## config.mk

```make
export PLATFORM = sky130hd
export DESIGN_NAME = humidity_sensor_pulse_decoder
export DESIGN_NICKNAME = d
export VERILOG_FILES = /design/src/hw/rtl/hspd_pkg.sv /design/src/hw/rtl/hspd_cfg_regs.sv /design/src/hw/rtl/hspd_phase_fsm.sv /design/src/hw/rtl/humidity_sensor_pulse_decoder.sv
export SDC_FILE = /design/constraint.sdc
export NUM_CORES = 1
export LEC_CHECK = 0
export BUFFER_PORTS_ARGS = -buffer_cell sky130_fd_sc_hd__buf_2
export CORE_MARGIN = 2
export CORE_UTILIZATION = 51
export DETAILED_ROUTE_END_ITERATION = 8
export PLACE_DENSITY_LB_ADDON = 0.15
export SYNTH_ARGS = -nofsm -noshare
export SYNTH_HDL_FRONTEND = slang
export SYNTH_SLANG_ARGS = --single-unit
```

## constraint.sdc

```tcl
create_clock -name clk -period 5.6 [get_ports clk]
set_input_delay 0.84 -clock clk [delete_from_list [all_inputs] [get_ports clk]]
set_output_delay 0.84 -clock clk [all_outputs]
set_load 0.02 [all_outputs]
```

## src/hw/rtl/hspd_pkg.sv

```systemverilog
// Shared types and constants for the humidity sensor pulse decoder.
// No dependencies; imported by every module of the block.
package hspd_pkg;

  localparam int FRAME_BITS  = 40;
  localparam int BIT_IDX_W   = $clog2(FRAME_BITS + 1);
  localparam int TIMEOUT_W   = 16;
  localparam int SETTLE_W    = 8;
  localparam int STATUS_W    = 2;
  localparam int BYTE_W      = 8;
  localparam int CFG_ADDR_W  = 2;
  localparam int CFG_DATA_W  = 16;
  localparam int IN_DATA_W   = 8;
  localparam int OUT_DATA_W  = 24;

  localparam logic [TIMEOUT_W-1:0] TIMEOUT_RST = 16'd32000;
  localparam logic [SETTLE_W-1:0]  SETTLE_RST  = 8'd50;

  localparam logic [CFG_ADDR_W-1:0] CFG_IDX_TIMEOUT = 2'd0;
  localparam logic [CFG_ADDR_W-1:0] CFG_IDX_SETTLE  = 2'd1;

  localparam logic [STATUS_W-1:0] ST_OK       = 2'd0;
  localparam logic [STATUS_W-1:0] ST_TIMEOUT  = 2'd1;
  localparam logic [STATUS_W-1:0] ST_CHECKSUM = 2'd2;

  typedef logic [FRAME_BITS-1:0] frame_t;

  typedef struct packed {
    logic [TIMEOUT_W-1:0] timeout_ticks;
    logic [SETTLE_W-1:0]  settle_ticks;
  } cfg_t;

  typedef struct packed {
    logic                valid;
    logic [STATUS_W-1:0] status;
    logic [BYTE_W-1:0]   humidity;
    logic [BYTE_W-1:0]   temperature;
  } result_t;

  // Fifth byte must match the low byte of the sum of the first four.
  function automatic logic frame_ok(input frame_t f);
    logic [BYTE_W-1:0] sum;
    sum = f[39:32] + f[31:24] + f[23:16] + f[15:8];
    return sum == f[7:0];
  endfunction

endpackage

```

## src/hw/rtl/hspd_cfg_regs.sv

```systemverilog
// Configuration registers of the pulse decoder: timeout and settle window.
// Depends on hspd_pkg.
module hspd_cfg_regs (
  input  logic                            clk,
  input  logic                            rst_n,
  input  logic                            cfg_valid,
  output logic                            cfg_ready,
  input  logic [hspd_pkg::CFG_ADDR_W-1:0] cfg_addr,
  input  logic [hspd_pkg::CFG_DATA_W-1:0] cfg_data,
  output hspd_pkg::cfg_t                  cfg
);
  import hspd_pkg::*;

  cfg_t cfg_r, cfg_nxt;

  assign cfg_ready = 1'b1;
  assign cfg       = cfg_r;

  always_comb begin
    cfg_nxt = cfg_r;
    if (cfg_valid) begin
      case (cfg_addr)
        CFG_IDX_TIMEOUT: cfg_nxt.timeout_ticks = cfg_data[TIMEOUT_W-1:0];
        CFG_IDX_SETTLE:  cfg_nxt.settle_ticks  = cfg_data[SETTLE_W-1:0];
        default: ;
      endcase
    end
  end

  always_ff @(posedge clk) begin
    if (!rst_n) begin
      cfg_r.timeout_ticks <= TIMEOUT_RST;
      cfg_r.settle_ticks  <= SETTLE_RST;
    end else begin
      cfg_r <= cfg_nxt;
    end
  end

endmodule

```

## src/hw/rtl/hspd_phase_fsm.sv

```systemverilog
// Phase sequencer of the pulse decoder: times each line phase, builds the
// bit threshold, shifts in the frame and forms the result. Depends on hspd_pkg.
module hspd_phase_fsm #(
  parameter int COUNT_WIDTH = 16
) (
  input  logic              clk,
  input  logic              rst_n,
  input  logic              step,
  input  logic              start_req,
  input  logic              line_level,
  input  hspd_pkg::cfg_t    cfg,
  output hspd_pkg::result_t res
);
  import hspd_pkg::*;

  localparam logic [2:0] PH_IDLE      = 3'd0;
  localparam logic [2:0] PH_SETTLE    = 3'd1;
  localparam logic [2:0] PH_WAIT_LOW  = 3'd2;
  localparam logic [2:0] PH_RESP_LOW  = 3'd3;
  localparam logic [2:0] PH_RESP_HIGH = 3'd4;
  localparam logic [2:0] PH_BIT_LOW   = 3'd5;
  localparam logic [2:0] PH_BIT_HIGH  = 3'd6;

  localparam int CMP_W = (COUNT_WIDTH > TIMEOUT_W) ? COUNT_WIDTH : TIMEOUT_W;
  localparam int SUM_W = COUNT_WIDTH + 1;

  logic [2:0]             phase_r, phase_nxt;
  logic [COUNT_WIDTH-1:0] count_r, count_nxt;
  logic [SUM_W-1:0]       calib_r, calib_nxt;
  logic [BIT_IDX_W-1:0]   bidx_r, bidx_nxt;
  frame_t                 frame_r, frame_nxt;

  logic [COUNT_WIDTH-1:0] count_inc;
  logic [COUNT_WIDTH-1:0] count_sat;
  logic                   timed_out;
  logic                   settle_done;
  logic [COUNT_WIDTH-1:0] threshold;
  logic                   bit_val;
  frame_t                 frame_shift;
  logic [BIT_IDX_W-1:0]   bidx_inc;

  assign count_inc   = count_r + 1'b1;
  assign count_sat   = (&count_r) ? count_r : count_inc;
  assign timed_out   = CMP_W'(count_sat) >= CMP_W'(cfg.timeout_ticks);
  assign settle_done = CMP_W'(count_inc) >= CMP_W'(cfg.settle_ticks);
  assign threshold   = COUNT_WIDTH'(calib_r[SUM_W-1:2]);
  assign bit_val     = count_r >= threshold;
  assign frame_shift = {frame_r[FRAME_BITS-2:0], bit_val};
  assign bidx_inc    = bidx_r + 1'b1;

  always_comb begin
    phase_nxt = phase_r;
    count_nxt = count_r;
    calib_nxt = calib_r;
    bidx_nxt  = bidx_r;
    frame_nxt = frame_r;
    res       = '{valid: 1'b0, status: ST_OK, humidity: '0, temperature: '0};

    if (start_req) begin
      calib_nxt = '0;
      bidx_nxt  = '0;
      frame_nxt = '0;
      count_nxt = '0;
      phase_nxt = (cfg.settle_ticks == '0) ? PH_WAIT_LOW : PH_SETTLE;
    end else begin
      case (phase_r)
        PH_SETTLE: begin
          if (line_level || settle_done) begin
            phase_nxt = PH_WAIT_LOW;
            count_nxt = '0;
          end else begin
            count_nxt = count_inc;
          end
        end
        PH_WAIT_LOW, PH_RESP_LOW, PH_RESP_HIGH, PH_BIT_LOW, PH_BIT_HIGH: begin
          // phase ends on the edge the phase waits for: high for odd codes,
          // low for even codes
          if (((phase_r == PH_WAIT_LOW || phase_r == PH_RESP_HIGH ||
                phase_r == PH_BIT_HIGH) && !line_level) ||
              ((phase_r == PH_RESP_LOW || phase_r == PH_BIT_LOW) && line_level)) begin
            count_nxt = '0;
            case (phase_r)
              PH_WAIT_LOW:  phase_nxt = PH_RESP_LOW;
              PH_RESP_LOW: begin
                calib_nxt = SUM_W'(count_r);
                phase_nxt = PH_RESP_HIGH;
              end
              PH_RESP_HIGH: begin
                calib_nxt = calib_r + SUM_W'(count_r);
                phase_nxt = PH_BIT_LOW;
              end
              PH_BIT_LOW:   phase_nxt = PH_BIT_HIGH;
              default: begin
                frame_nxt = frame_shift;
                bidx_nxt  = bidx_inc;
                if (bidx_inc >= BIT_IDX_W'(FRAME_BITS)) begin
                  phase_nxt = PH_IDLE;
                  res.valid = 1'b1;
                  if (frame_ok(frame_shift)) begin
                    res.status      = ST_OK;
                    res.humidity    = frame_shift[39:32];
                    res.temperature = frame_shift[23:16];
                  end else begin
                    res.status = ST_CHECKSUM;
                  end
                end else begin
                  phase_nxt = PH_BIT_LOW;
                end
              end
            endcase
          end else if (timed_out) begin
            phase_nxt  = PH_IDLE;
            count_nxt  = '0;
            res.valid  = 1'b1;
            res.status = ST_TIMEOUT;
          end else begin
            count_nxt = count_sat;
          end
        end
        default: phase_nxt = PH_IDLE;
      endcase
    end

    if (!step) begin
      res.valid = 1'b0;
    end
  end

  always_ff @(posedge clk) begin
    if (!rst_n) begin
      phase_r <= PH_IDLE;
      count_r <= '0;
      calib_r <= '0;
      bidx_r  <= '0;
      frame_r <= '0;
    end else if (step) begin
      phase_r <= phase_nxt;
      count_r <= count_nxt;
      calib_r <= calib_nxt;
      bidx_r  <= bidx_nxt;
      frame_r <= frame_nxt;
    end
  end

endmodule

```

## src/hw/rtl/humidity_sensor_pulse_decoder.sv

```systemverilog
// Humidity sensor pulse decoder: one sampled line level enters per beat, and
// the block times the sensor's response and 40 data pulses, then returns one
// result beat (status, humidity, temperature) when a read ends. Throughput is
// one input beat per clock when the output is not held; a sample is registered
// on entry, then processed by the phase sequencer once the output register can
// take a result, which is then registered there. The input side stalls only
// while a result sits in the output register and is not being taken.
// Depends on hspd_pkg, hspd_cfg_regs and hspd_phase_fsm.
module humidity_sensor_pulse_decoder #(
  parameter int COUNT_WIDTH = 16
) (
  input  logic                            clk,
  input  logic                            rst_n,
  // config write channel
  input  logic                            cfg_valid,
  output logic                            cfg_ready,
  input  logic [hspd_pkg::CFG_ADDR_W-1:0] cfg_addr,
  input  logic [hspd_pkg::CFG_DATA_W-1:0] cfg_data,
  // sample stream
  input  logic                            in_tvalid,
  output logic                            in_tready,
  input  logic [hspd_pkg::IN_DATA_W-1:0]  in_tdata,   // [0] start_req, [1] line_level
  // result stream
  output logic                            out_tvalid,
  input  logic                            out_tready,
  output logic [hspd_pkg::OUT_DATA_W-1:0] out_tdata   // [1:0] status, [9:2] humidity,
                                                      // [17:10] temperature
);
  import hspd_pkg::*;

  cfg_t    cfg;
  result_t res;

  logic s1_valid_r, s1_valid_nxt;
  logic s1_start_r;
  logic s1_level_r;
  logic advance;
  logic step;

  logic                  out_valid_r, out_valid_nxt;
  logic [STATUS_W-1:0]   out_status_r;
  logic [BYTE_W-1:0]     out_hum_r;
  logic [BYTE_W-1:0]     out_temp_r;

  hspd_cfg_regs u_cfg (
    .clk       (clk),
    .rst_n     (rst_n),
    .cfg_valid (cfg_valid),
    .cfg_ready (cfg_ready),
    .cfg_addr  (cfg_addr),
    .cfg_data  (cfg_data),
    .cfg       (cfg)
  );

  hspd_phase_fsm #(
    .COUNT_WIDTH (COUNT_WIDTH)
  ) u_fsm (
    .clk        (clk),
    .rst_n      (rst_n),
    .step       (step),
    .start_req  (s1_start_r),
    .line_level (s1_level_r),
    .cfg        (cfg),
    .res        (res)
  );

  // advance the sample stage only when the output register can take a result
  assign advance   = !out_valid_r || out_tready;
  assign step      = s1_valid_r && advance;
  assign in_tready = !s1_valid_r || advance;

  always_comb begin
    s1_valid_nxt = s1_valid_r;
    if (in_tready) begin
      s1_valid_nxt = in_tvalid;
    end
  end

  always_comb begin
    out_valid_nxt = out_valid_r;
    if (step && res.valid) begin
      out_valid_nxt = 1'b1;
    end else if (out_tready) begin
      out_valid_nxt = 1'b0;
    end
  end

  always_ff @(posedge clk) begin
    if (!rst_n) begin
      s1_valid_r  <= 1'b0;
      out_valid_r <= 1'b0;
    end else begin
      s1_valid_r  <= s1_valid_nxt;
      out_valid_r <= out_valid_nxt;
    end
  end

  always_ff @(posedge clk) begin
    if (in_tready && in_tvalid) begin
      s1_start_r <= in_tdata[0];
      s1_level_r <= in_tdata[1];
    end
    if (step && res.valid) begin
      out_status_r <= res.status;
      out_hum_r    <= res.humidity;
      out_temp_r   <= res.temperature;
    end
  end

  assign out_tvalid = out_valid_r;
  assign out_tdata  = {6'b0, out_temp_r, out_hum_r, out_status_r};

endmodule
```

### Word level (Yosys, flattened, before mapping)

Index checks and enable logic that the tools add are counted.

* register bits after elaboration: 127
* input bits: 31
* output and inout port bits: 27
* word-level logic and storage cells: 110

* $add $sub $neg: 6
* $lt $le $gt $ge: 4
* equality and inequality tests: 11
* multiplexer cells: 38
* bitwise logic cells: 4
* reduce and logical (&&, ||, !) cells: 33

Operators by type and width (number)
* $mux 39: 4
* $mux 16: 7
* $mux 19: 4
* $mux 17: 3
* $pmux 17 s2: 1
* $pmux 16 s2: 1
* $add 8x8->8: 3
* $mux 6: 4
* $mux 3: 7
* $add 17x16->17: 1
* $add 16x1->16 const B: 1
* $ge 16x15->1: 1
* $ge 16x16->1: 1
* $ge 16x8->1: 1
* $reduce_and 16->1: 1
* $pmux 3 s4: 1
* $eq 3x3->1 const B: 3
* $reduce_or 9->1: 1
* $eq 8x8->1: 1
* $logic_not 8->1: 1
* $reduce_and 4->1: 2
* $logic_or 1x1->1: 7
* $add 6x1->6 const B: 1
* $eq 3x2->1 const B: 2
* 20 further kinds: 37

### Logic depth before layout (Yosys ltp)

Gate-level depths: netlist of the first run.

* depth after elaboration: 13
* gate-level depth with buffers: 15
* depth with buffers taken out: 14

### Hierarchy

A second synthesis of the first run with hierarchy kept.

* cell total of the unflattened synthesis: 918
* area total of the unflattened synthesis: 8065.2 um^2

By module, submodules not included
* hspd_phase_fsm: times used 1, cells an instance 773, area each 6268.5 um^2, sequential area each 1621.6 um^2
* hspd_cfg_regs: times used 1, cells an instance 105, area each 1034.7 um^2, sequential area each 480.5 um^2
* humidity_sensor_pulse_decoder: times used 1, cells an instance 40, area each 762.0 um^2, sequential area each 640.6 um^2

### Least setup slack after synthesis of the first run

No wires, ideal clock.

* path type: reg-to-reg
* from: reg u_fsm.count_r[1]
* to: reg out_hum_r[0] (enable)
* setup time: 399 ps
* arrival: 3612 ps
* required time: 5201 ps
* path slack: 1589 ps
* cell stages (with the launch flop): 13
* path buffers: 0
* period minus slack after synthesis: 4011 ps
* path through: dfxtp_1 ha_1 nand4_1 or4_1 xor2_1 nand2_1 ha_1 nand3_1 nor4_1 a22oi_1 a21boi_0 o21ai_0 a21oi_1

* longest elaborated chain between the ends: 9
* elaborated cells on any way between the ends: 10
* classes of those cells: add/sub: 1; order compare: 1; mux: 6; reduce/logical: 2

Ends and longest elaborated chain
* start: declaration: RTL line hspd_phase_fsm.sv:28 `logic [COUNT_WIDTH-1:0] count_r, count_nxt;`
* start signal: assignment: RTL line hspd_phase_fsm.sv:138 `count_r <= count_nxt;`
* $add 16x1->16 / $reduce_and 16->1 (equally long branches): RTL line hspd_phase_fsm.sv:42, hspd_phase_fsm.sv:43
* $mux 16 (*): RTL line hspd_phase_fsm.sv:43 `assign count_sat = (&count_r) ? count_r : count_inc;`
* $ge 16x16->1 (*): RTL line hspd_phase_fsm.sv:44 `assign timed_out = CMP_W'(count_sat) >= CMP_W'(cfg.timeout_ticks);`
* $mux 3 (*): RTL line hspd_phase_fsm.sv:111 `end else if (timed_out) begin`
* $mux 3 (*): RTL line hspd_phase_fsm.sv:78 `if (((phase_r == PH_WAIT_LOW || phase_r == PH_RESP_HIGH ||`
* $mux 19 (*): RTL line hspd_phase_fsm.sv:66 `case (phase_r)`
* $mux 19 (*): RTL line hspd_phase_fsm.sv:59 `if (start_req) begin`
* $mux 1 (*): RTL line hspd_phase_fsm.sv:124 `if (!step) begin`
* $logic_and 1x1->1 (*): RTL line humidity_sensor_pulse_decoder.sv:103 `if (step && res.valid) begin`
* end signal: assignment: RTL line humidity_sensor_pulse_decoder.sv:105 `out_hum_r <= res.humidity;`
* end: declaration: RTL line humidity_sensor_pulse_decoder.sv:42 `logic [BYTE_W-1:0] out_hum_r;`

Mark *: on every way between the ends. The rest lies on a longest branch, timed or not.
A chain may end at the register's enable or synchronous reset.

### Worst setup path in the final report of the first run

* from: reg u_fsm.count_r[1]
* to: reg u_fsm.count_r[7]

* longest elaborated chain between the ends: 7
* elaborated cells on any way between the ends: 11
* classes of those cells: add/sub: 1; order compare: 2; mux: 6; reduce/logical: 2

Ends and longest elaborated chain (RTL line)
* $add 16x1->16 / $reduce_and 16->1 (equally long branches): hspd_phase_fsm.sv:42, hspd_phase_fsm.sv:43
* $mux 16: hspd_phase_fsm.sv:43
* $ge 16x16->1: hspd_phase_fsm.sv:44
* $mux 16: hspd_phase_fsm.sv:111
* $mux 16: hspd_phase_fsm.sv:78
* $pmux 16 s2 (*): hspd_phase_fsm.sv:66
* $mux 16 (*): hspd_phase_fsm.sv:59

Marks and branches as above.

==> results.txt, run 1 <==
Status: finished, final reports clean
Initial detailed-routing violation count: 559
Mapped Area: 7930 um2
Crit path top cell by count: ha_1
Core ar.: 15200 um2
Dpl hpwl: 13000 um
Setup TNS: 0 ps
Final min period: 4380 ps
H-tree levels: 4
CP max stage delay: 540 ps
Worst-skew pair later-pin latency: 420 ps
Async S/R FF share, synth: 0%
Commonest non-fill, non-tap cells in the layout: dfxtp_1 (107), nand2_1 (106), nor2_1 (94)
Internal: 1.67 mW
First-pass GRT wire length: 31000 um
Layout cell share with drive strength beyond 1: 11.0%
Drt wl/cell: 15.9 um
Tcrit/Tclk final: 78.2%
Critical Path Stages: 13
Nets: 1076
CTS Buf Count: 17
Startpoint types: register
Area of the die: 16600 um2
Critical path class: register to register
Worst setup path start: u_fsm.count_r[1]$_SDFFE_PN0P_
Unrepaired setup endpoints after global routing: false
Net Switching: 519 uW
Hold Buf Count CTS: 0
Slew Viols, Final: 0
Combinational share of power: 4.3%
Worst Setup End Kind: register
Worst Path Max Fanout: 13
Cell Chain, Critical Path: ha_1 -> nand4_1 -> nor2_1 -> and3_1 -> xnor2_1 -> ha_1 -> nand2b_1 -> a2111oi_0 -> nor3_1 -> a22oi_1 -> and2_1 -> a21oi_1 -> o31ai_1
Clock Power Share: 52.7%
Setup Fix Bufs, Post-CTS: 0
Vias: 6700
Reg2Reg Setup Slack: 1220 ps
Congestion Overflow GR: 0
Mapped Cells: 943
Critical R2R Capture: u_fsm.count_r[7]$_SDFFE_PN0P_
Via density: 5.75
Clock Tree Buf Depth: 2
RePlAce Congestion: 0.891
CP bufs+invs: 0
CTS tree: built
Clock root buffer: clkbuf_16
Hold path startpoint: u_cfg.cfg[12]$_SDFFE_PN0P_
Die width: 129 um
Synth Register Bits: 127
PwrDens: 246 nW/um2
Initial antenna violation count: 0
Yosys cell types: 67
EDFF count, synth: 20
Register area: 2740 um2
Part of the Yosys area used for sequential elements: 34.6%
Die height: 129 um
IO buf count: 44
Worst hold path class: register to register
RR Startpoint: u_fsm.count_r[1]$_SDFFE_PN0P_
Vias in the first global route: 6455
Cell family with most CP delay: simple AND/OR/NAND/NOR gates
Clock Sinks: 127
Clock-pin slew on the worst setup and hold paths: 60 ps
Area of the multi-input gates: 4770 um2
# rows: 45
Sw Share: 23.7%
Syn. warnings: 0
Most common cell after layout, fill and taps aside: dfxtp_1
Diode count: 0
CP required: 5920 ps
Worst Max-Slew Pin Slew: 941 ps
Largest net degree at the start of global routing: 49
Area Growth Syn to Fin: 12.1%
Seq pwr share: 43.0%
Detail Route Antenna Nets: 0
Filler Cells Inserted: 1364
Synth Area per Inst: 8.41 um2
Worst setup endpoint: u_fsm.count_r[7]$_SDFFE_PN0P_
DRC Markers: 0
Fmax: 228 MHz
Setup violations, final: 0
Pre-antenna DRT Iters: 5
Ys flop type: dfxtp_1
P_leak: 3.82 nW
Slowest cell on crit path: and2_1
Peak VDD IR: 0.311 mV
Starting Density: 52.1%
I/O pin cnt: 58
Clock skew: 6.06 ps
Worst reg-to-reg path cell count: 13
Final Hold Vio Count: 0
WL final: 18500 um
Overall Global Routing Usage: 23.5%
Max-cap violations: 0
Worst hold slack: 455 ps
# resized after CTS: 0
Worst EP arrival: 4700 ps
Relative slew slack: 37.0%
-- synthesized netlist by cell type (10+ instances only) --
cell type	count	share of area, %
edfxtp_1	20	7.6
nor2_1	94	4.5
xnor2_1	29	3.2
mux2i_1	11	1.4
and2_1	17	1.3
nand2_1	106	5.0
nand2b_1	12	0.95
a21o_1	12	1.1
a22oi_1	42	4.0
fa_1	15	3.8
o21ai_0	40	2.5
nand3_1	25	1.6
a21oi_1	69	4.4
nor3_1	19	1.2
xor2_1	14	1.5
dfxtp_1	107	27
clkbuf_1	43	2.0
nor4_1	10	0.79
ha_1	65	10
inv_1	59	2.8
-- registers in the layout (all words and copies together) (netlist names), 2 cells and up --
signal and flops:
u_fsm.frame_r 39, u_cfg.cfg 24, u_fsm.calib_r 17, u_fsm.count_r 16, out_hum_r 8, out_temp_r 8
u_fsm.bidx_r 6, u_fsm.phase_r 3, out_status_r 2
-- logic make-up after synthesis --
group | after synthesis | synth area share [%]
AO/OA/AOI/OAI | 234 | 19.5
XOR/XNOR | 43 | 4.75
adder cells (fa/ha/maj) | 80 | 14.0
buffers and inverters | 116 | 5.92
flip-flops | 127 | 34.6
multiplexers | 11 | 1.39
other | 2 | 0.0947
AND/OR/NAND/NOR | 330 | 19.7
-- how the worst min path moves through the flow --
stage                     slack [ps]                    endpoint  cells after the start
final                            460  u_cfg.cfg[12]$_SDFFE_PN0P_                      2
after detailed placement         450  u_cfg.cfg[23]$_SDFFE_PN0P_                      2
after global placement           440  u_cfg.cfg[15]$_SDFFE_PN0P_                      2
after floorplan                  440  u_cfg.cfg[10]$_SDFFE_PN0P_                      2
after global routing             480  u_cfg.cfg[14]$_SDFFE_PN0P_                      2
after CTS                        460  u_cfg.cfg[23]$_SDFFE_PN0P_                      2
-- metal layers --
metal	up-vias	track usage, %	share of wire, %
met5	-	0	0
li1	3375	-	-
met4	0	6.59	1.4
met3	24	5.41	3.4
met1	3184	30.7	48
met2	117	39.2	48
-- stage by stage --
stage               power (mW)  instances  area (um2)  setup WS (ps)  util (%)
finish                    2.19       1166        8890           1220      58.5
floorplan                 1.03        948        7950           1590         -
global route              2.26       1166        8890            792      58.5
global placement          1.05       1134        8280           1370      54.4
detailed placement        1.05       1134        8280           1300      54.4
CTS                       2.21       1166        8890           1270      58.5
-- power groups by stage --
| stage | Sequential [mW] | Combinational, mW | Clock, mW |
|---|---|---|---|
| after floorplan | 0.956 | 0.0704 | 0 |
| after global placement | 0.961 | 0.0917 | 0 |
| after detailed placement | 0.961 | 0.0928 | 0 |
| after CTS | 0.941 | 0.0933 | 1.17 |
| after global routing | 0.943 | 0.105 | 1.21 |
| final | 0.942 | 0.0936 | 1.15 |
-- worst register-to-register path: cells and delay by family, from the launching register on --
kind	cells	cell delay, ps
DFF	1	510
AOI/OAI and AO/OA	4	1230
xor gates and xnor gates	1	170
and+or+nand+nor	6	1790
adders and majority gates	2	590
-- cell type report --
| type | instances | share of cell area, % |
|---|---|---|
| clock inverters | 14 | 2.04 |
| inverters | 59 | 2.49 |
| repair buffers | 55 | 3.41 |
| multi-input cells | 705 | 53.7 |
| well taps | 188 | 2.65 |
| clock buffers | 18 | 4.83 |
| flip-flops and latches | 127 | 30.9 |
Note: power is estimated with default switching activity, not from simulation.
==> run 2, diff against run 1 <==
clock period = 4.3 ns   (was 5.6 ns; I/O delays follow)
==> run 2 against run 1 <==
Final area up 1.4%. Critical path type unchanged. Via count rose by 0.58%. Routed wire length barely moved. Clock skew rose by 1.0 ps. Fmax increased by 11%. Sequential power is 31% higher. Hold slack lost 66 ps. Setup slack lost 860 ps. Sequential share of layout area shrank 0.44 points.
==> results.txt, run 2 (synthesized netlist as in run 1, its figures left out) <==
Diode count: 0
H-tree levels: 4
Most common cell after layout, fill and taps aside: dfxtp_1
Worst Setup End Kind: register
Initial antenna violation count: 0
Final min period: 3940 ps
P_leak: 3.91 nW
Tcrit/Tclk final: 91.7%
Dpl hpwl: 13200 um
Congestion Overflow GR: 0
# resized after CTS: 0
Filler Cells Inserted: 1362
Core ar.: 15200 um2
Vias: 6739
Worst-skew pair later-pin latency: 430 ps
RePlAce Congestion: 0.866
Setup WS post-layout: 357 ps
Detail Route Antenna Nets: 0
Max-cap violations: 0
IO buf count: 44
Final Hold Vio Count: 0
PwrDens: 315 nW/um2
CP required: 4470 ps
Nets: 1093
Fmax: 254 MHz
Die width: 129 um
Pre-antenna DRT Iters: 5
Hold Buf Count CTS: 0
Clock-pin slew on the worst setup and hold paths: 60 ps
Clock skew: 7.11 ps
Via density: 5.70
I/O pin cnt: 58
Largest reg by FF count: u_fsm.frame_r
CTS tree: built
CTS Buf Count: 17
# rows: 45
Peak VDD IR: 0.358 mV
Initial detailed-routing violation count: 449
Worst Max-Slew Pin Slew: 878 ps
DRC Markers: 0
Clock Sinks: 127
Worst hold path class: primary input to register
Setup TNS: 0 ps
Setup violations, final: 0
Drt wl/cell: 15.7 um
Reg2Reg Setup Slack: 360 ps
Vias in the first global route: 6357
Max FFs per register: 39
Clock root buffer: clkbuf_16
Commonest non-fill, non-tap cells in the layout: dfxtp_1 (107), nand2_1 (106), nor2_1 (93)
Place WS: 434 ps
Worst Path Max Fanout: 18
Setup Fix Bufs, Post-CTS: 0
Status: finished, final reports clean
Clock Tree Buf Depth: 2
Worst EP arrival: 4110 ps
Die height: 129 um
Overall Global Routing Usage: 23.6%
Layout cell share with drive strength beyond 1: 12.7%
Startpoint types: register
Relative slew slack: 41.5%
Critical path class: register to register
Area Growth Syn to Fin: 13.7%
Slew Viols, Final: 0
WL final: 18600 um
First-pass GRT wire length: 30900 um
Area of the die: 16600 um2
Starting Density: 52.1%
Unrepaired setup endpoints after global routing: false
Largest net degree at the start of global routing: 47
[run 2: worst paths after layout]
path	cells after the start	start	to
max	13	u_fsm.count_r[3]$_SDFFE_PN0P_	out_temp_r[5]$_SDFFCE_PP0P_
min	1	in_tdata[1]	s1_level_r$_DFFE_PP_
max reg2reg	13	u_fsm.count_r[3]$_SDFFE_PN0P_	out_temp_r[5]$_SDFFCE_PP0P_
min reg2reg	2	u_cfg.cfg[23]$_SDFFE_PN0P_	u_cfg.cfg[23]$_SDFFE_PN0P_
[run 2: power by group]
group / leakage (nW) / total, mW / switching [mW] / internal [mW]
combinational: 2.52 / 0.123 / 0.0845 / 0.0381
sequential: 1.09 / 1.23 / 0.0110 / 1.21
clock: 0.294 / 1.49 / 0.572 / 0.922
total: 3.91 / 2.84 / 0.667 / 2.17
[run 2: worst max-delay path: stages, from the launching register on]
cell,delay [ps]
dfxtp_1,530
nand4_1,270
nor2_1,290
and3_1,300
xnor2_1,160
ha_1,250
nand2b_1,150
a2111oi_0,440
nor3_1,140
a22oi_1,410
a21boi_0,190
o21ai_0,230
a21oi_2,80
buf_4,220
[run 2: final cells by class]
class	count	area (um2)	share of cell area [%]
multi-input cells	705	4780	53.0
flip-flops and latches	127	2740	30.4
repair buffers	72	430	4.77
clock buffers	18	429	4.76
well taps	188	235	2.61
inverters	59	221	2.46
clock inverters	14	179	1.98
[run 2: per-layer routing]
layer | up-vias | routed length, um | share of wire (%) | track usage, %
met5 | - | 0 | 0 | 0
met4 | 0 | 356 | 1.9 | 7.99
met1 | 3158 | 8670 | 47 | 31.4
met3 | 26 | 768 | 4.1 | 4.66
met2 | 145 | 8770 | 47 | 38.6
li1 | 3410 | - | - | -
[run 2: through the flow]
step | instance area, um2 | total power, mW | cells | util [%] | hold WS, ps
CTS | 9010 | 2.87 | 1183 | 59.3 | 380
detailed placement | 8400 | 1.37 | 1151 | 55.3 | 447
finish | 9010 | 2.84 | 1183 | 59.3 | 389
global placement | 8400 | 1.37 | 1151 | 55.3 | 443
global route | 9010 | 2.94 | 1183 | 59.3 | 390
floorplan | 7950 | 1.34 | 948 | - | 436
==> run 3, diff against run 2 <==
CORE_MARGIN = default   (was 2)
==> run 3 against run 2 <==
Sequential cell count is the same. Count of clock-buffer cells in the layout decreased by 1. Cell count decreased by 0.42%. Power shrank 2.4%. Global-route usage rose by 0.70 points. Final area shrank 0.67%. Core utilization decreased by 0.40 points.
==> results.txt, run 3 (synthesized netlist as in run 1, its figures left out) <==
Via density: 5.70
Clock root buffer: clkbuf_16
Detail Route Antenna Nets: 0
Max FFs per register: 39
Starting Density: 52.1%
Worst Setup End Kind: register
Setup TNS: 0 ps
Commonest non-fill, non-tap cells in the layout: dfxtp_1 (107), nand2_1 (106), nor2_1 (94)
Vias in the first global route: 6279
Congestion Overflow GR: 0
Largest net degree at the start of global routing: 51
Fmax: 251 MHz
Setup violations, final: 0
Hold path startpoint: in_tdata[0]
Hold Buf Count CTS: 0
Relative slew slack: 26.6%
Initial antenna violation count: 0
CTS tree: built
Startpoint types: register
Overall Global Routing Usage: 24.3%
DP Area: 8360 um2
I/O pin cnt: 58
Worst reg-to-reg path cell count: 14
Max-cap violations: 0
Diode count: 0
Largest reg by FF count: u_fsm.frame_r
Area Growth Syn to Fin: 13.0%
Tcrit/Tclk final: 92.7%
Cell depth of the worst hold path: 1
Worst hold path class: primary input to register
Nets: 1088
PwrDens: 310 nW/um2
RePlAce Congestion: 0.844
H-tree levels: 4
Slew Viols, Final: 0
Clock skew: 13.7 ps
Most common cell after layout, fill and taps aside: dfxtp_1
Worst-skew pair later-pin latency: 430 ps
Core ar.: 15200 um2
Hold EP: s1_start_r$_DFFE_PP_
CTS Buf Count: 17
Layout cell share with drive strength beyond 1: 12.2%
Clock Sinks: 127
Final min period: 3990 ps
Critical R2R Capture: out_hum_r[0]$_SDFFCE_PP0P_
Initial detailed-routing violation count: 442
First-pass GRT wire length: 30900 um
Worst EP arrival: 4080 ps
Final Hold Vio Count: 0
# rows: 45
Clock Tree Buf Depth: 2
Vias: 6710
Worst Max-Slew Pin Slew: 1100 ps
Peak VDD IR: 0.281 mV
Area of the die: 16000 um2
Final instance area: 8950 um2
Die width: 127 um
Worst Path Max Fanout: 18
CP required: 4400 ps
P_leak: 3.87 nW
WL final: 18600 um
IO buf count: 44
DRC Markers: 0
Status: finished, final reports clean
Pre-antenna DRT Iters: 5
Drt wl/cell: 15.8 um
Dpl hpwl: 13200 um
Clock-pin slew on the worst setup and hold paths: 60 ps
RR Startpoint: u_fsm.count_r[2]$_SDFFE_PN0P_
Die height: 127 um
Critical path class: register to register
Reg2Reg Setup Slack: 310 ps
==> run 3: layout make-up <==
type / count / area [um2]
Sequential cell: 127 / 2740
Multi-Input combinational cell: 705 / 4770
Clock buffer: 17 / 425
Fill cell: 1390 / 6250
Timing Repair Buffer: 67 / 393
Inverter: 59 / 221
Tap cell: 188 / 235
Clock inverter: 15 / 163
==> run 3: per-layer routing <==
metal,track usage [%],part of all wire [%]
met1,31.5,47
met2,41.4,48
met3,4.34,3.6
met4,7.07,1.4
met5,0,0
==> run 3: critical path, stage by stage (launching register included) <==
cell and delay, ps:
dfxtp_1 550, nand3_1 240, nor2_1 470, nand2_1 170, xnor2_1 160, nand2_1 110, ha_1 300, and3_1 140
nand3_1 100, nor4_1 340, a22oi_2 170, a21boi_0 300, o21ai_0 150, a21oi_2 140, buf_4 300
==> run 3: how the worst max path moves through the flow <==
stage                                              from                       endpoint  slack [ps]  cells past startpoint
after floorplan           u_fsm.count_r[1]$_SDFFE_PN0P_     out_hum_r[0]$_SDFFCE_PP0P_         290                     12
after global placement    u_fsm.count_r[0]$_SDFFE_PN0P_  u_fsm.count_r[7]$_SDFFE_PN0P_         430                     13
after detailed placement  u_fsm.count_r[2]$_SDFFE_PN0P_     out_hum_r[7]$_SDFFCE_PP0P_         370                     14
after CTS                 u_fsm.count_r[2]$_SDFFE_PN0P_     out_hum_r[0]$_SDFFCE_PP0P_         350                     14
after global routing      u_fsm.count_r[2]$_SDFFE_PN0P_     out_hum_r[2]$_SDFFCE_PP0P_         -20                     14
final                     u_fsm.count_r[2]$_SDFFE_PN0P_     out_hum_r[0]$_SDFFCE_PP0P_         310                     14
==> run 3: metrics by stage <==
step	worst slack [ps]	total power, mW	utilization (%)	hold WS (ps)	std cells
3_5_place_dp	366	1.37	55.0	450	1146
2_1_floorplan	289	1.34	-	436	948
6_report	315	2.77	58.9	400	1178
5_1_grt	-22.9	2.86	58.9	385	1178
3_3_place_gp	425	1.37	55.0	444	1146
4_1_cts	355	2.80	58.9	383	1178
==> run 3: timing repair <==
item	in CTS	in global routing
setup endpoints to repair	0	19
gates resized for setup	0	1
buffers inserted	0	0
==> run 3: power by group <==
part | internal [mW] | leakage, nW | switching [mW]
Sequential | 1.21 | 1.09 | 0.0111
Clock | 0.779 | 0.287 | 0.646
Combinational | 0.0383 | 2.49 | 0.0846
